<file path="src/stk_pkg.sv">
`timescale 1ns / 1ps
// Shared types and constants for the sorted top-k score table.
// No dependencies; the controller, datapath and top level import this package.
package stk_pkg;

    // Reset value of the capacity register
    localparam logic [4:0] CAP_RESET = 5'd10;

    typedef enum logic [1:0] {
        CMD_ADD      = 2'd0,
        CMD_REMOVE   = 2'd1,
        CMD_REPORT   = 2'd2,
        CMD_RESERVED = 2'd3
    } cmd_e;

    typedef enum logic [2:0] {
        ST_INSERTED  = 3'd0,
        ST_UPDATED   = 3'd1,
        ST_IGNORED   = 3'd2,
        ST_REMOVED   = 3'd3,
        ST_REPORTED  = 3'd4,
        ST_BAD_INDEX = 3'd5,
        ST_NO_MATCH  = 3'd6
    } status_e;

    typedef enum logic [3:0] {
        S_IDLE,
        S_ADD_SCAN,
        S_ADD_DECIDE,
        S_SHIFT_DOWN,
        S_WRITE_NEW,
        S_REM_FIRST,
        S_REM_SHIFT,
        S_REP_SCAN,
        S_FINISH
    } state_e;

    typedef struct packed {
        logic [1:0]         command;
        logic [15:0]        player_key;
        logic signed [31:0] new_score;
        logic [7:0]         slot_index;
        logic signed [31:0] range_low;
        logic signed [31:0] range_high;
    } req_t;

    typedef struct packed {
        logic [2:0]         status;
        logic [3:0]         position;
        logic [15:0]        out_key;
        logic signed [31:0] out_score;
        logic [4:0]         entry_count;
        logic               last;
    } rsp_t;

    typedef logic [4:0] cap_t;

    // One table entry as held in the entry memory
    typedef struct packed {
        logic [15:0]        key;
        logic signed [31:0] score;
    } entry_t;

    // Strobes from the controller, one per datapath step
    typedef struct packed {
        logic load;
        logic add_scan;
        logic add_decide;
        logic shift_down;
        logic write_new;
        logic rem_first;
        logic rem_shift;
        logic rep_scan;
        logic finish;
    } stk_ctl_t;

    // Conditions reported by the datapath
    typedef struct packed {
        cmd_e cmd;
        logic cnt_zero;
        logic bad_index;
        logic scan_last;
        logic ignore;
        logic shift_more;
        logic shift_done;
        logic rem_more;
        logic rem_done;
        logic stall;
        logic out_free;
    } stk_sts_t;

endpackage

</file>
<file path="src/stk_chan_if.sv">
`timescale 1ns / 1ps
// Valid/ready channel carrying one payload item per handshake.
// Payload type is set at instantiation; no package dependency.
interface stk_chan_if #(parameter type payload_t = logic) ();
    logic     valid;
    logic     ready;
    payload_t data;

    modport source (output valid, output data, input ready);
    modport sink   (input valid, input data, output ready);
endinterface

</file>
<file path="src/stk_ctrl.sv">
`timescale 1ns / 1ps
// Sequencer for the score table: walks one command through its steps.
// Depends on stk_pkg for the state, strobe and status types.
module stk_ctrl
    import stk_pkg::*;
(
    input  logic     clk,
    input  logic     rst_n,
    input  logic     req_valid,
    output logic     req_ready,
    input  stk_sts_t sts,
    output stk_ctl_t ctl
);

    state_e state_reg;
    state_e state_next;

    // State register
    always_ff @(posedge clk or negedge rst_n)
    begin
        if (!rst_n)
        begin
            state_reg <= S_IDLE;
        end
        else
        begin
            state_reg <= state_next;
        end
    end

    // Next state
    always_comb
    begin
        state_next = state_reg;
        case (state_reg)
            S_IDLE:
            begin
                if (req_valid)
                begin
                    case (sts.cmd)
                        CMD_ADD:    state_next = sts.cnt_zero ? S_ADD_DECIDE : S_ADD_SCAN;
                        CMD_REMOVE: state_next = sts.bad_index ? S_FINISH : S_REM_FIRST;
                        CMD_REPORT: state_next = sts.cnt_zero ? S_FINISH : S_REP_SCAN;
                        default:    state_next = S_FINISH;
                    endcase
                end
            end
            S_ADD_SCAN:
            begin
                if (sts.scan_last)
                begin
                    state_next = S_ADD_DECIDE;
                end
            end
            S_ADD_DECIDE:
            begin
                if (sts.ignore)
                begin
                    state_next = S_FINISH;
                end
                else if (sts.shift_more)
                begin
                    state_next = S_SHIFT_DOWN;
                end
                else
                begin
                    state_next = S_WRITE_NEW;
                end
            end
            S_SHIFT_DOWN:
            begin
                if (sts.shift_done)
                begin
                    state_next = S_WRITE_NEW;
                end
            end
            S_WRITE_NEW:
            begin
                state_next = S_FINISH;
            end
            S_REM_FIRST:
            begin
                state_next = sts.rem_more ? S_REM_SHIFT : S_FINISH;
            end
            S_REM_SHIFT:
            begin
                if (sts.rem_done)
                begin
                    state_next = S_FINISH;
                end
            end
            S_REP_SCAN:
            begin
                if (!sts.stall && sts.scan_last)
                begin
                    state_next = S_FINISH;
                end
            end
            S_FINISH:
            begin
                if (sts.out_free)
                begin
                    state_next = S_IDLE;
                end
            end
            default:
            begin
                state_next = S_IDLE;
            end
        endcase
    end

    // Outputs: one datapath strobe per state
    always_comb
    begin
        req_ready = 1'b0;
        ctl       = '0;
        case (state_reg)
            S_IDLE:
            begin
                req_ready = 1'b1;
                ctl.load  = req_valid;
            end
            S_ADD_SCAN:   ctl.add_scan   = 1'b1;
            S_ADD_DECIDE: ctl.add_decide = 1'b1;
            S_SHIFT_DOWN: ctl.shift_down = 1'b1;
            S_WRITE_NEW:  ctl.write_new  = 1'b1;
            S_REM_FIRST:  ctl.rem_first  = 1'b1;
            S_REM_SHIFT:  ctl.rem_shift  = 1'b1;
            S_REP_SCAN:   ctl.rep_scan   = 1'b1;
            S_FINISH:     ctl.finish     = 1'b1;
            default:      ctl            = '0;
        endcase
    end

endmodule

</file>
<file path="src/stk_dpath.sv">
`timescale 1ns / 1ps
// Datapath of the score table: entry memory, count, capacity, scan
// pointer, result staging and output register. Depends on stk_pkg.
module stk_dpath
    import stk_pkg::*;
#(
    parameter int DEPTH = 16
)
(
    input  logic     clk,
    input  logic     rst_n,
    input  stk_ctl_t ctl,
    output stk_sts_t sts,
    input  req_t     req_data,
    input  logic     cfg_valid,
    input  cap_t     cfg_data,
    input  logic     rsp_ready,
    output logic     rsp_valid,
    output rsp_t     rsp_data
);

    localparam int AW = (DEPTH > 1) ? $clog2(DEPTH) : 1;
    localparam int CW = $clog2(DEPTH + 1);

    // Entry memory, one write and one registered read per cycle
    entry_t entry_mem [DEPTH];
    entry_t rd_entry_reg;
    logic          mem_re;
    logic [AW-1:0] mem_raddr;
    logic          mem_we;
    logic [AW-1:0] mem_waddr;
    entry_t        mem_wdata;

    // Control state
    cap_t          cap_reg,       cap_next;
    logic [CW-1:0] count_reg,     count_next;
    logic          out_valid_reg, out_valid_next;

    // Per-command working registers
    logic [15:0]        key_reg,   key_next;
    logic signed [31:0] score_reg, score_next;
    logic signed [31:0] lo_reg,    lo_next;
    logic signed [31:0] hi_reg,    hi_next;
    logic [AW-1:0]      ptr_reg,   ptr_next;
    logic               found_reg, found_next;
    logic [AW-1:0]      idx_reg,   idx_next;
    logic signed [31:0] old_reg,   old_next;
    logic signed [31:0] last_reg,  last_next;
    logic [CW-1:0]      ge_reg,    ge_next;
    logic [AW-1:0]      pos_reg,   pos_next;
    logic               upd_reg,   upd_next;
    logic               pend_reg,  pend_next;

    // Staged result
    status_e            res_status_reg, res_status_next;
    logic [AW-1:0]      res_pos_reg,    res_pos_next;
    logic [15:0]        res_key_reg,    res_key_next;
    logic signed [31:0] res_score_reg,  res_score_next;

    rsp_t out_data_reg, out_data_next;

    logic [CW-1:0] eff_cap;
    logic          full;
    logic [AW-1:0] top;
    logic [AW-1:0] ins_pos;
    logic          match;
    logic          hit;
    logic          push;
    logic          push_last;

    // Clamp capacity to one through DEPTH
    always_comb
    begin
        if (cap_reg == '0)
        begin
            eff_cap = CW'(1);
        end
        else if (32'(cap_reg) > 32'(DEPTH))
        begin
            eff_cap = CW'(DEPTH);
        end
        else
        begin
            eff_cap = CW'(cap_reg);
        end
    end

    // Conditions for the controller
    assign full    = (count_reg >= eff_cap);
    assign top     = found_reg ? idx_reg : (full ? AW'(count_reg - 1'b1) : AW'(count_reg));
    assign ins_pos = AW'(ge_reg);
    assign match   = (rd_entry_reg.key == key_reg);
    assign hit     = ($signed(rd_entry_reg.score) >= lo_reg) &&
                     ($signed(rd_entry_reg.score) <= hi_reg);

    always_comb
    begin
        sts.cmd        = cmd_e'(req_data.command);
        sts.cnt_zero   = (count_reg == '0);
        sts.bad_index  = (32'(req_data.slot_index) >= 32'(count_reg));
        sts.scan_last  = ((32'(ptr_reg) + 32'd1) == 32'(count_reg));
        sts.ignore     = found_reg ? (score_reg < old_reg) : (full && (score_reg <= last_reg));
        sts.shift_more = (top > ins_pos);
        sts.shift_done = (ptr_reg == pos_reg);
        sts.rem_more   = ((32'(ptr_reg) + 32'd1) < 32'(count_reg));
        sts.rem_done   = (32'(ptr_reg) == 32'(count_reg));
        sts.stall      = hit && pend_reg && out_valid_reg && !rsp_ready;
        sts.out_free   = !out_valid_reg || rsp_ready;
    end

    // Step actions
    always_comb
    begin
        cap_next        = cap_reg;
        count_next      = count_reg;
        key_next        = key_reg;
        score_next      = score_reg;
        lo_next         = lo_reg;
        hi_next         = hi_reg;
        ptr_next        = ptr_reg;
        found_next      = found_reg;
        idx_next        = idx_reg;
        old_next        = old_reg;
        last_next       = last_reg;
        ge_next         = ge_reg;
        pos_next        = pos_reg;
        upd_next        = upd_reg;
        pend_next       = pend_reg;
        res_status_next = res_status_reg;
        res_pos_next    = res_pos_reg;
        res_key_next    = res_key_reg;
        res_score_next  = res_score_reg;
        mem_re          = 1'b0;
        mem_raddr       = '0;
        mem_we          = 1'b0;
        mem_waddr       = '0;
        mem_wdata       = '0;
        push            = 1'b0;
        push_last       = 1'b0;

        if (cfg_valid)
        begin
            cap_next = cfg_data;
        end

        // Latch the item and start its first read
        if (ctl.load)
        begin
            key_next   = req_data.player_key;
            score_next = req_data.new_score;
            lo_next    = req_data.range_low;
            hi_next    = req_data.range_high;
            ptr_next   = '0;
            found_next = 1'b0;
            ge_next    = '0;
            pend_next  = 1'b0;
            case (sts.cmd)
                CMD_ADD:
                begin
                    mem_re = !sts.cnt_zero;
                end
                CMD_REMOVE:
                begin
                    if (sts.bad_index)
                    begin
                        res_status_next = ST_BAD_INDEX;
                        res_pos_next    = '0;
                        res_key_next    = '0;
                        res_score_next  = '0;
                    end
                    else
                    begin
                        ptr_next  = AW'(req_data.slot_index);
                        mem_re    = 1'b1;
                        mem_raddr = AW'(req_data.slot_index);
                    end
                end
                CMD_REPORT:
                begin
                    res_status_next = ST_NO_MATCH;
                    res_pos_next    = '0;
                    res_key_next    = '0;
                    res_score_next  = '0;
                    mem_re          = !sts.cnt_zero;
                end
                default:
                begin
                    res_status_next = ST_IGNORED;
                    res_pos_next    = '0;
                    res_key_next    = '0;
                    res_score_next  = '0;
                end
            endcase
        end

        // Look for the key and count entries that stay ahead of the new score
        if (ctl.add_scan)
        begin
            if (match && !found_reg)
            begin
                found_next = 1'b1;
                idx_next   = ptr_reg;
                old_next   = rd_entry_reg.score;
            end
            else if (!found_reg && ($signed(rd_entry_reg.score) >= score_reg))
            begin
                ge_next = ge_reg + 1'b1;
            end
            if (sts.scan_last)
            begin
                last_next = rd_entry_reg.score;
            end
            else
            begin
                ptr_next  = ptr_reg + 1'b1;
                mem_re    = 1'b1;
                mem_raddr = ptr_reg + 1'b1;
            end
        end

        // Choose between drop, update and insert
        if (ctl.add_decide)
        begin
            if (sts.ignore)
            begin
                res_status_next = ST_IGNORED;
                res_pos_next    = '0;
                res_key_next    = key_reg;
                res_score_next  = score_reg;
            end
            else
            begin
                pos_next = ins_pos;
                upd_next = found_reg;
                if (!found_reg && !full)
                begin
                    count_next = count_reg + 1'b1;
                end
                if (sts.shift_more)
                begin
                    ptr_next  = top - 1'b1;
                    mem_re    = 1'b1;
                    mem_raddr = top - 1'b1;
                end
            end
        end

        // Move entries one place back to open the target slot
        if (ctl.shift_down)
        begin
            mem_we    = 1'b1;
            mem_waddr = ptr_reg + 1'b1;
            mem_wdata = rd_entry_reg;
            if (!sts.shift_done)
            begin
                ptr_next  = ptr_reg - 1'b1;
                mem_re    = 1'b1;
                mem_raddr = ptr_reg - 1'b1;
            end
        end

        if (ctl.write_new)
        begin
            mem_we          = 1'b1;
            mem_waddr       = pos_reg;
            mem_wdata.key   = key_reg;
            mem_wdata.score = score_reg;
            res_status_next = upd_reg ? ST_UPDATED : ST_INSERTED;
            res_pos_next    = pos_reg;
            res_key_next    = key_reg;
            res_score_next  = score_reg;
        end

        // Capture the removed entry
        if (ctl.rem_first)
        begin
            res_status_next = ST_REMOVED;
            res_pos_next    = ptr_reg;
            res_key_next    = rd_entry_reg.key;
            res_score_next  = rd_entry_reg.score;
            count_next      = count_reg - 1'b1;
            if (sts.rem_more)
            begin
                ptr_next  = ptr_reg + 1'b1;
                mem_re    = 1'b1;
                mem_raddr = ptr_reg + 1'b1;
            end
        end

        // Close the gap, one entry forward per cycle
        if (ctl.rem_shift)
        begin
            mem_we    = 1'b1;
            mem_waddr = ptr_reg - 1'b1;
            mem_wdata = rd_entry_reg;
            if (!sts.rem_done)
            begin
                ptr_next  = ptr_reg + 1'b1;
                mem_re    = 1'b1;
                mem_raddr = ptr_reg + 1'b1;
            end
        end

        // Hold one match back so the final one can carry last
        if (ctl.rep_scan && !sts.stall)
        begin
            if (hit)
            begin
                push            = pend_reg;
                pend_next       = 1'b1;
                res_status_next = ST_REPORTED;
                res_pos_next    = ptr_reg;
                res_key_next    = rd_entry_reg.key;
                res_score_next  = rd_entry_reg.score;
            end
            if (!sts.scan_last)
            begin
                ptr_next  = ptr_reg + 1'b1;
                mem_re    = 1'b1;
                mem_raddr = ptr_reg + 1'b1;
            end
        end

        if (ctl.finish && sts.out_free)
        begin
            push      = 1'b1;
            push_last = 1'b1;
        end
    end

    // Output register
    always_comb
    begin
        out_valid_next = out_valid_reg;
        out_data_next  = out_data_reg;
        if (push)
        begin
            out_valid_next            = 1'b1;
            out_data_next.status      = res_status_reg;
            out_data_next.position    = 4'(res_pos_reg);
            out_data_next.out_key     = res_key_reg;
            out_data_next.out_score   = res_score_reg;
            out_data_next.entry_count = 5'(count_next);
            out_data_next.last        = push_last;
        end
        else if (rsp_ready)
        begin
            out_valid_next = 1'b0;
        end
    end

    assign rsp_valid = out_valid_reg;
    assign rsp_data  = out_data_reg;

    // Control registers
    always_ff @(posedge clk or negedge rst_n)
    begin
        if (!rst_n)
        begin
            cap_reg       <= CAP_RESET;
            count_reg     <= '0;
            out_valid_reg <= 1'b0;
        end
        else
        begin
            cap_reg       <= cap_next;
            count_reg     <= count_next;
            out_valid_reg <= out_valid_next;
        end
    end

    // Payload registers
    always_ff @(posedge clk)
    begin
        key_reg        <= key_next;
        score_reg      <= score_next;
        lo_reg         <= lo_next;
        hi_reg         <= hi_next;
        ptr_reg        <= ptr_next;
        found_reg      <= found_next;
        idx_reg        <= idx_next;
        old_reg        <= old_next;
        last_reg       <= last_next;
        ge_reg         <= ge_next;
        pos_reg        <= pos_next;
        upd_reg        <= upd_next;
        pend_reg       <= pend_next;
        res_status_reg <= res_status_next;
        res_pos_reg    <= res_pos_next;
        res_key_reg    <= res_key_next;
        res_score_reg  <= res_score_next;
        out_data_reg   <= out_data_next;
    end

    // Entry memory write and registered read
    always_ff @(posedge clk)
    begin
        if (mem_we)
        begin
            entry_mem[mem_waddr] <= mem_wdata;
        end
        if (mem_re)
        begin
            rd_entry_reg <= entry_mem[mem_raddr];
        end
    end

endmodule

</file>
<file path="src/sorted_top_k_score_table.sv">
`timescale 1ns / 1ps
// Sorted top-k score table: keys kept in descending score order.
// Usage:
//   req carries one command item (add/update, remove by index, report range).
//   rsp returns result items; the last one of a command has last set.
//   cfg writes the capacity register; write it only while the table is idle.
// Steps, with n entries in use: an add scans the n entries, shifts entries
// back as needed to open its slot and writes it; an add to an empty table
// skips the scan, and a dropped add skips the shift and write. A remove moves
// each later entry forward; a bad index goes straight to the result. A report
// scans the n entries and can pause while the receiver stalls. The entry
// memory, one entry read and one written per cycle, sets the pace.
// One command is worked at a time; req is ready again once the final result
// sits in the output register, so the next command starts while it waits.
// A stalled receiver holds the output register; a report then pauses its
// scan at a further match until the register frees up.
// Reset empties the table and sets capacity to 10; entry storage itself is
// not cleared, since only entries below the count are ever read.
module sorted_top_k_score_table
    import stk_pkg::*;
#(
    parameter int DEPTH = 16
)
(
    input  logic       clk,
    input  logic       rst_n,
    stk_chan_if.sink   req,
    stk_chan_if.source rsp,
    stk_chan_if.sink   cfg
);

    stk_ctl_t ctl;
    stk_sts_t sts;

    // Capacity writes are always taken
    assign cfg.ready = 1'b1;

    stk_ctrl u_ctrl (
        .clk       (clk),
        .rst_n     (rst_n),
        .req_valid (req.valid),
        .req_ready (req.ready),
        .sts       (sts),
        .ctl       (ctl)
    );

    stk_dpath #(
        .DEPTH (DEPTH)
    ) u_dpath (
        .clk       (clk),
        .rst_n     (rst_n),
        .ctl       (ctl),
        .sts       (sts),
        .req_data  (req.data),
        .cfg_valid (cfg.valid),
        .cfg_data  (cfg.data),
        .rsp_ready (rsp.ready),
        .rsp_valid (rsp.valid),
        .rsp_data  (rsp.data)
    );

endmodule
</file>
<file path="src/flat_wrapper.sv">
// flat-port wrapper written by rule: the top's interface ports become plain ports
module sorted_top_k_score_table_flat import stk_pkg::*;
#(
    parameter int DEPTH = 16
)
  (clk, rst_n, req_valid, req_data, req_ready, rsp_valid, rsp_data, rsp_ready, cfg_valid, cfg_data, cfg_ready);
  stk_chan_if req_i ();
  stk_chan_if rsp_i ();
  stk_chan_if cfg_i ();
  input  logic clk;
  input  logic rst_n;
  input wire logic [$bits(req_i.valid)-1:0] req_valid;
  input wire logic [$bits(req_i.data)-1:0] req_data;
  output wire logic [$bits(req_i.ready)-1:0] req_ready;
  output wire logic [$bits(rsp_i.valid)-1:0] rsp_valid;
  output wire logic [$bits(rsp_i.data)-1:0] rsp_data;
  input wire logic [$bits(rsp_i.ready)-1:0] rsp_ready;
  input wire logic [$bits(cfg_i.valid)-1:0] cfg_valid;
  input wire logic [$bits(cfg_i.data)-1:0] cfg_data;
  output wire logic [$bits(cfg_i.ready)-1:0] cfg_ready;
  assign req_i.valid = req_valid;
  assign req_i.data = req_data;
  assign req_ready = req_i.ready;
  assign rsp_valid = rsp_i.valid;
  assign rsp_data = rsp_i.data;
  assign rsp_i.ready = rsp_ready;
  assign cfg_i.valid = cfg_valid;
  assign cfg_i.data = cfg_data;
  assign cfg_ready = cfg_i.ready;
  sorted_top_k_score_table #(.DEPTH(DEPTH)) u_core (.clk(clk), .rst_n(rst_n), .req(req_i), .rsp(rsp_i), .cfg(cfg_i));
endmodule
</file>
<file path="config.mk">
export PLATFORM = sky130hd
export DESIGN_NAME = sorted_top_k_score_table_flat
export DESIGN_NICKNAME = d
export VERILOG_FILES = /design/src/stk_pkg.sv /design/src/stk_chan_if.sv /design/src/stk_ctrl.sv /design/src/stk_dpath.sv /design/src/sorted_top_k_score_table.sv /design/src/flat_wrapper.sv
export SDC_FILE = /design/constraint.sdc
export NUM_CORES = 1
export LEC_CHECK = 0
export ABC_AREA = 1
export BUFFER_PORTS_ARGS = -buffer_cell sky130_fd_sc_hd__buf_4
export CORE_ASPECT_RATIO = 2
export CORE_MARGIN = 3
export CORE_UTILIZATION = 41
export CTS_BUF_LIST = sky130_fd_sc_hd__clkbuf_8
export DETAILED_ROUTE_END_ITERATION = 12
export RECOVER_POWER = 25
export SLEW_MARGIN = 20
export SYNTH_ARGS = -nofsm -noshare
export SYNTH_HDL_FRONTEND = slang
export SYNTH_SLANG_ARGS = --single-unit
export TNS_END_PERCENT = 50
</file>
<file path="constraint.sdc">
create_clock -name clk -period 11.12 [get_ports clk]
set_input_delay 1.112 -clock clk [delete_from_list [all_inputs] [get_ports clk]]
set_output_delay 1.112 -clock clk [all_outputs]
set_load 0.03 [all_outputs]
</file>
; After elaboration in Yosys (flattened, before gate mapping)
; Memories as Yosys holds them, arrays and structs flattened. A register that Yosys moved wholly into a read port is not among the register bits.
; Cells that the tools add are included.
[op_classes]
magnitude_cmp = 8
n_eq_ne = 18
n_mux = 98
addsub = 7
n_reduce_logical = 30
bitwise_logic = 1
[ops]
columns = operator, n
row1 = 4-bit two-way mux, 40
row2 = 48-bit two-way mux, 3
row3 = 5-bit two-way mux, 10
row4 = 1-bit two-way mux, 42
row5 = 4-bit case mux with 9 select lines, 1
row6 = 32-bit by 5-bit equality test with 1-bit output, 1
row7 = 32-bit by 1-bit greater-or-equal comparator with 1-bit output (second input constant), 1
row8 = 1-bit by 32-bit <= comparator with 1-bit output (first input constant), 1
row9 = 32-bit by 2-bit <= comparator with 1-bit output, 1
row10 = 1-bit by 32-bit < comparator with 1-bit output (first input constant), 1
row11 = 4-bit by 3-bit equality test with 1-bit output (second input constant), 4
row12 = 16-bit logical NOT, 1
row13 = 1-bit logical AND, 11
row14 = 5-bit by 1-bit adder with 5-bit output (second input constant), 2
row15 = 5-bit logical NOT, 2
row16 = 4-bit by 2-bit equality test with 1-bit output (second input constant), 2
row17 = 2-bit != test (second input constant), 4
row18 = 4-bit by 1-bit subtractor with 4-bit output (second input constant), 2
row19 = 1-bit logical NOT, 6
row20 = 2-bit by 1-bit != test with 1-bit output (second input constant), 3
row21 = 2-bit AND reduction, 3
row22 = 6-bit AND reduction, 1
row23 = 2-bit nonzero test, 3
row24 = 4-bit by 1-bit adder with 5-bit output (second input constant), 1
row25 = 16 further kinds, 16
[word_totals]
memories = 1
inputBits = 7
ff_bits = 98
mem_bits_rw = 768
out_inout_bits = 4
word_cells = 177
[mem_list]
columns = memory, depth, width, rd, rd_clocked_by_memory_dff, write_ports, line
row1 = u_core.u_dpath.entry_mem, 16, 48, 1, 1, 1, stk_dpath.sv:26  ; entry_t entry_mem [DEPTH];

; Longest topological paths before layout
[logic_depth]
word_depth = 18
mapped_depth = 32
mapped_depth_nobuf = 30

; Modules after synthesis
; A second synthesis with hierarchy kept.
[unflattened]
hier_cells = 4919
hier_area_um2 = 52419.0
[modules_own_cells]
columns = mod, n_inst, area_each_um2, cells_each, seq_area_each_um2
row1 = stk_dpath, 1, 51859.7, 4825, 33469.6
row2 = stk_ctrl, 1, 544.3, 91, 100.1
row3 = sorted_top_k_score_table, 1, 15.0, 3, 0.0

; Least setup slack after synthesis
; Ideal clock, no wire load.
[synth_timing]
path_type = register -> register
from = reg u_core.u_dpath.ptr_reg[0]
to = mem u_core.u_dpath.entry_mem[0][0] in the netlist's numbering, enable pin
path_stages_with_launch = 8
arrival_ns = 4.967
n_path_buf = 0
required_ns = 10.594
period_less_slack_ns = 5.493
setup_ns = 0.526
setup_slack_ns = 5.627
cell_sequence = dfxtp_1 -> inv_1 -> ha_1 -> inv_1 -> o22ai_1 -> nor2_1 -> nand2_1 -> a211oi_1
[synth_between]
elab_chain_len = 4
word_cells_on_any_way = 5
classes_between = add/sub (2) / mux (3)
[synth_lines]
columns = element, line
row1 = from (decl), stk_dpath.sv:44  ; logic [AW-1:0] ptr_reg, ptr_next;
row2 = from (signal assigned), stk_dpath.sv:379  ; ptr_reg <= ptr_next;
row3 = 4-bit by 1-bit adder with 4-bit output, stk_dpath.sv:252  ; mem_waddr = ptr_reg + 1'b1;
row4 = 4-bit two-way mux, stk_dpath.sv:249  ; if (ctl.shift_down)
row5 = 4-bit two-way mux, stk_dpath.sv:262  ; if (ctl.write_new)
row6 = 4-bit two-way mux (*), stk_dpath.sv:291  ; if (ctl.rem_shift)
row7 = to (decl), stk_dpath.sv:26
; Mark *: on every way between the ends. The rest lies on a longest branch, timed or not.

; Final worst setup path
[layout_timing]
from = reg u_core.u_ctrl.state_reg[1]
to = mem u_core.u_dpath.entry_mem[0][10] in the netlist's numbering, enable pin
[layout_between]
elab_chain_len = 7
word_cells_on_any_way = 14
classes_between = eq/ne (3) / mux (11)
[layout_lines]
columns = element, line
row1 = from (decl), stk_ctrl.sv:15  ; state_e state_reg;
row2 = from (signal assigned), stk_ctrl.sv:27  ; state_reg <= state_next;
row3 = 4-bit by 2-bit equality test with 1-bit output, stk_ctrl.sv:118  ; case (state_reg)
row4 = 1-bit two-way mux, stk_ctrl.sv:118
row5 = 1-bit two-way mux, stk_dpath.sv:249
row6 = 1-bit two-way mux, stk_dpath.sv:262
row7 = 1-bit two-way mux, stk_dpath.sv:291
row8 = 1-bit two-way mux, stk_dpath.sv:398  ; if (mem_we)
row9 = 1-bit two-way mux (implied by the code), stk_dpath.sv:400  ; entry_mem[mem_waddr] <= mem_wdata;
; Parallel ways exist; a longest one is shown, timed or not.

==> results.md <==
* Yosys reg bits at slightly below 900
* Synth warnings at 0
* Layout cell share with drive strength beyond 1 at roughly 6.8%
* Starting Density at 41.5%
* First-pass DRT Iterations at 6
* Worst-skew pair later-pin latency at approximately 0.77 ns
* Total congestion overflow at 0
* Per-cell routed wire length at approximately 21 um
* RSZ-0062 raised after global routing: false
* Setup Fix Bufs, Post-CTS at 0
* Pin count of the biggest net entering global routing at ~190
* Seq/Total Area, Yosys at a little under 70%
* Kind of critical path: register to register
* Post-CTS Hold Buffers at 0
* Cts bufs inserted at ~110
* First-pass GRT wire length at ~160000 um
* DRC Markers at 0
* Synth cell count leaders: nand3_1, edfxtp_1, nand2_1
* Slew Limit Fails at between 80 and 90
* FFs w/ async S/R, synth at approximately 1.4%
* Required time of the critical path at about 12 ns
* Worst-margin pin slew at roughly 4 ns
* Failing checks: max-capacitance violations, max-slew violations
* Post-synth top area cell: edfxtp_1
* Final setup TNS at 0 ns
* Number of max-cap violations at 2
* DIE AREA at roughly 99000 sq um
* Max FFs per register at about 770
* CP arrival at 7.45 ns
* Setup crit start kind: register
* Core Rows at 159
* Synth area leaders: edfxtp_1, nand3_1, nand2_1
* Cell variety after synth at 48
* Cell Area, Placed at 40000 sq um
* Vias in the first global route at about 26000
* CTS root buf: clkbuf_8
* Clock skew at roughly 0.023 ns
* Initial antenna violation count at 1
* Syn Inst Count at 3648
* Post-synth net total at 3675
* Setup crit end: u_core.u_dpath.entry_mem[0][10]$_DFFE_PP_
* CTS Sinks at 881
* Top-count cell post-synth: nand3_1
* Setup crit end kind: register
* CTS clk-pin slew, worst paths at about 0.07 ns
* Dpl hpwl at 50900 um
* Final GP Congestion at 0.855
* Drt first-iter violations at 2425
* Vias at between 20000 and 30000
* Number of nets in the layout at approximately 3600
* Final setup viols at 0
* Period utilization at a little over three fifths
* Core area at roughly 94000 sq um
* Final min period at a little over 7 ns
* Status: complete, but fails checks
* Total Routing Usage GR at a little over a fifth
* Post_cts resized at 0
* I/O pin count at 11
* Port bufs at 9
* Top cell type's share of synthesized area at between 60% and 70%
* Die width at ~220 um
* Peak Freq at ~0.14 GHz
* Layout area overhead at 7.95%
* Syn Std Cell Area at 39000 sq um
* Clock buffer depth at 3
* CP Max Fanout at 50
* Post-synth EDFFs at about 860
* Die height at around 440 um
* H-tree Lvls at 3
* Hold Crit Class: input pin to async pin
* RR Endpoint: u_core.u_dpath.entry_mem[0][10]$_DFFE_PP_
* Worst setup startpoint: u_core.u_ctrl.state_reg[1]$_DFFE_PN0P_
* Synth Area per Inst at 10.7 sq um
* Ys flop type: edfxtp_1
* Post-DR vias/cell at between 5 and 6
* Slew margin rel. at -161%
* Final Hold Fails at 0
* Design area at between 40000 and 50000 sq um
* Post-DRT Antenna Nets at 0
* Final core utilization at about 45%
* Origin of the critical flop-to-flop path: u_core.u_ctrl.state_reg[1]$_DFFE_PN0P_
* Final WL at roughly 100000 um
* Reg2reg setup slack at a little over 4 ns
* Reg2Reg Depth at 12
* CTS tree: built
[area by class of cell]
class | count | area (sq um)
clock inverter | 92 | 546
timing repair buffer | 49 | 363
tap | 1207 | 1510
antenna | 1 | 2.50
sequential | 881 | 26300
inverter | 599 | 2260
clock buffer | 115 | 1580
fill | 8674 | 52000
multi-input combinational | 1961 | 9580
[worst min path at each step]
stage,slack [ns],start,endpoint,depth (start not counted)
2_1_floorplan,0.40,u_core.u_dpath.ptr_reg[2]$_DFF_P_,u_core.u_dpath.idx_reg[2]$_DFFE_PP_,0
6_report,0.37,rst_n,u_core.u_dpath.count_reg[1]$_DFFE_PN0P_,1
4_1_cts,0.11,rst_n,u_core.u_dpath.count_reg[1]$_DFFE_PN0P_,1
3_5_place_dp,0.44,u_core.u_dpath.rd_entry_reg[0]$_DFFE_PP_,u_core.u_dpath.old_reg[0]$_DFFE_PP_,0
5_1_grt,0.41,rst_n,u_core.u_dpath.cap_reg[0]$_DFFE_PN0P_,1
3_3_place_gp,0.43,u_core.u_dpath.rd_entry_reg[4]$_DFFE_PP_,u_core.u_dpath.old_reg[4]$_DFFE_PP_,0
[stage by stage]
step                std cells  hold slack (ns)  setup WS (ns)
floorplan                3648            0.403           5.63
global placement         4697            0.433           5.26
detailed placement       4697            0.444           5.24
CTS                      4904            0.106           5.21
global route             4905            0.407           3.82
finish                   4905            0.366           4.08
[cell families after synthesis]
logic type                 count (synthesis)  synth area share [%]
AOI/OAI and AO/OA                         62                  1.02
buffers and inverters                    806                  8.63
other                                      1               0.00961
xor gates and xnor gates                  14                 0.314
adders and majority gates                 20                 0.641
muxes                                      2                0.0577
and+or+nand+nor                         1862                  22.0
DFF                                      881                  67.4
[layer usage]
layer / vias up / wire, um / GRT usage [%]
met2: 851 / 55200 / 38.5
met4: 0 / 4670 / 9.71
met3: 242 / 5570 / 2.61
met1: 12900 / 38800 / 23.7
li1: 12200 / - / -
met5: - / 0 / 0
[cells in the final DEF, fill, tap and decap left out, types with 3 or more instances in the layout]
master        n
a21oi_1       7
buf_4        39
bufinv_16     5
clkbuf_1      8
clkbuf_8    115
clkinv_1     37
clkinv_2     18
clkinvlp_4    5
dfrtp_1      11
dfxtp_1      10
edfxtp_1    859
ha_1         20
inv_1       603
inv_2        16
inv_6         4
nand2_1     718
nand2_8       4
nand3_1     891
nand3_2       4
nand3b_1     95
nand4_1       9
nor2_1      107
nor2_2        4
nor2_4       18
nor3_1        5
o211ai_1      6
o21ai_0      21
o21ai_1       5
o22ai_1       6
o31ai_1       3
xnor2_1       4
xor2_1       10
[critical path, stage by stage (launching register included)]
cell,delay (ns)
dfrtp_1,0.42
inv_1,0.07
nor2_1,0.04
nand2_1,0.19
inv_1,0.12
nor2_4,0.08
clkbuf_1,2.72
o22ai_1,0.47
inv_1,0.23
nand2_1,0.26
a211oi_4,0.98
buf_4,0.56
buf_4,0.50
Power is not shown: default switching activity piles up to over one toggle a cycle in this logic, so the estimate is an artifact.
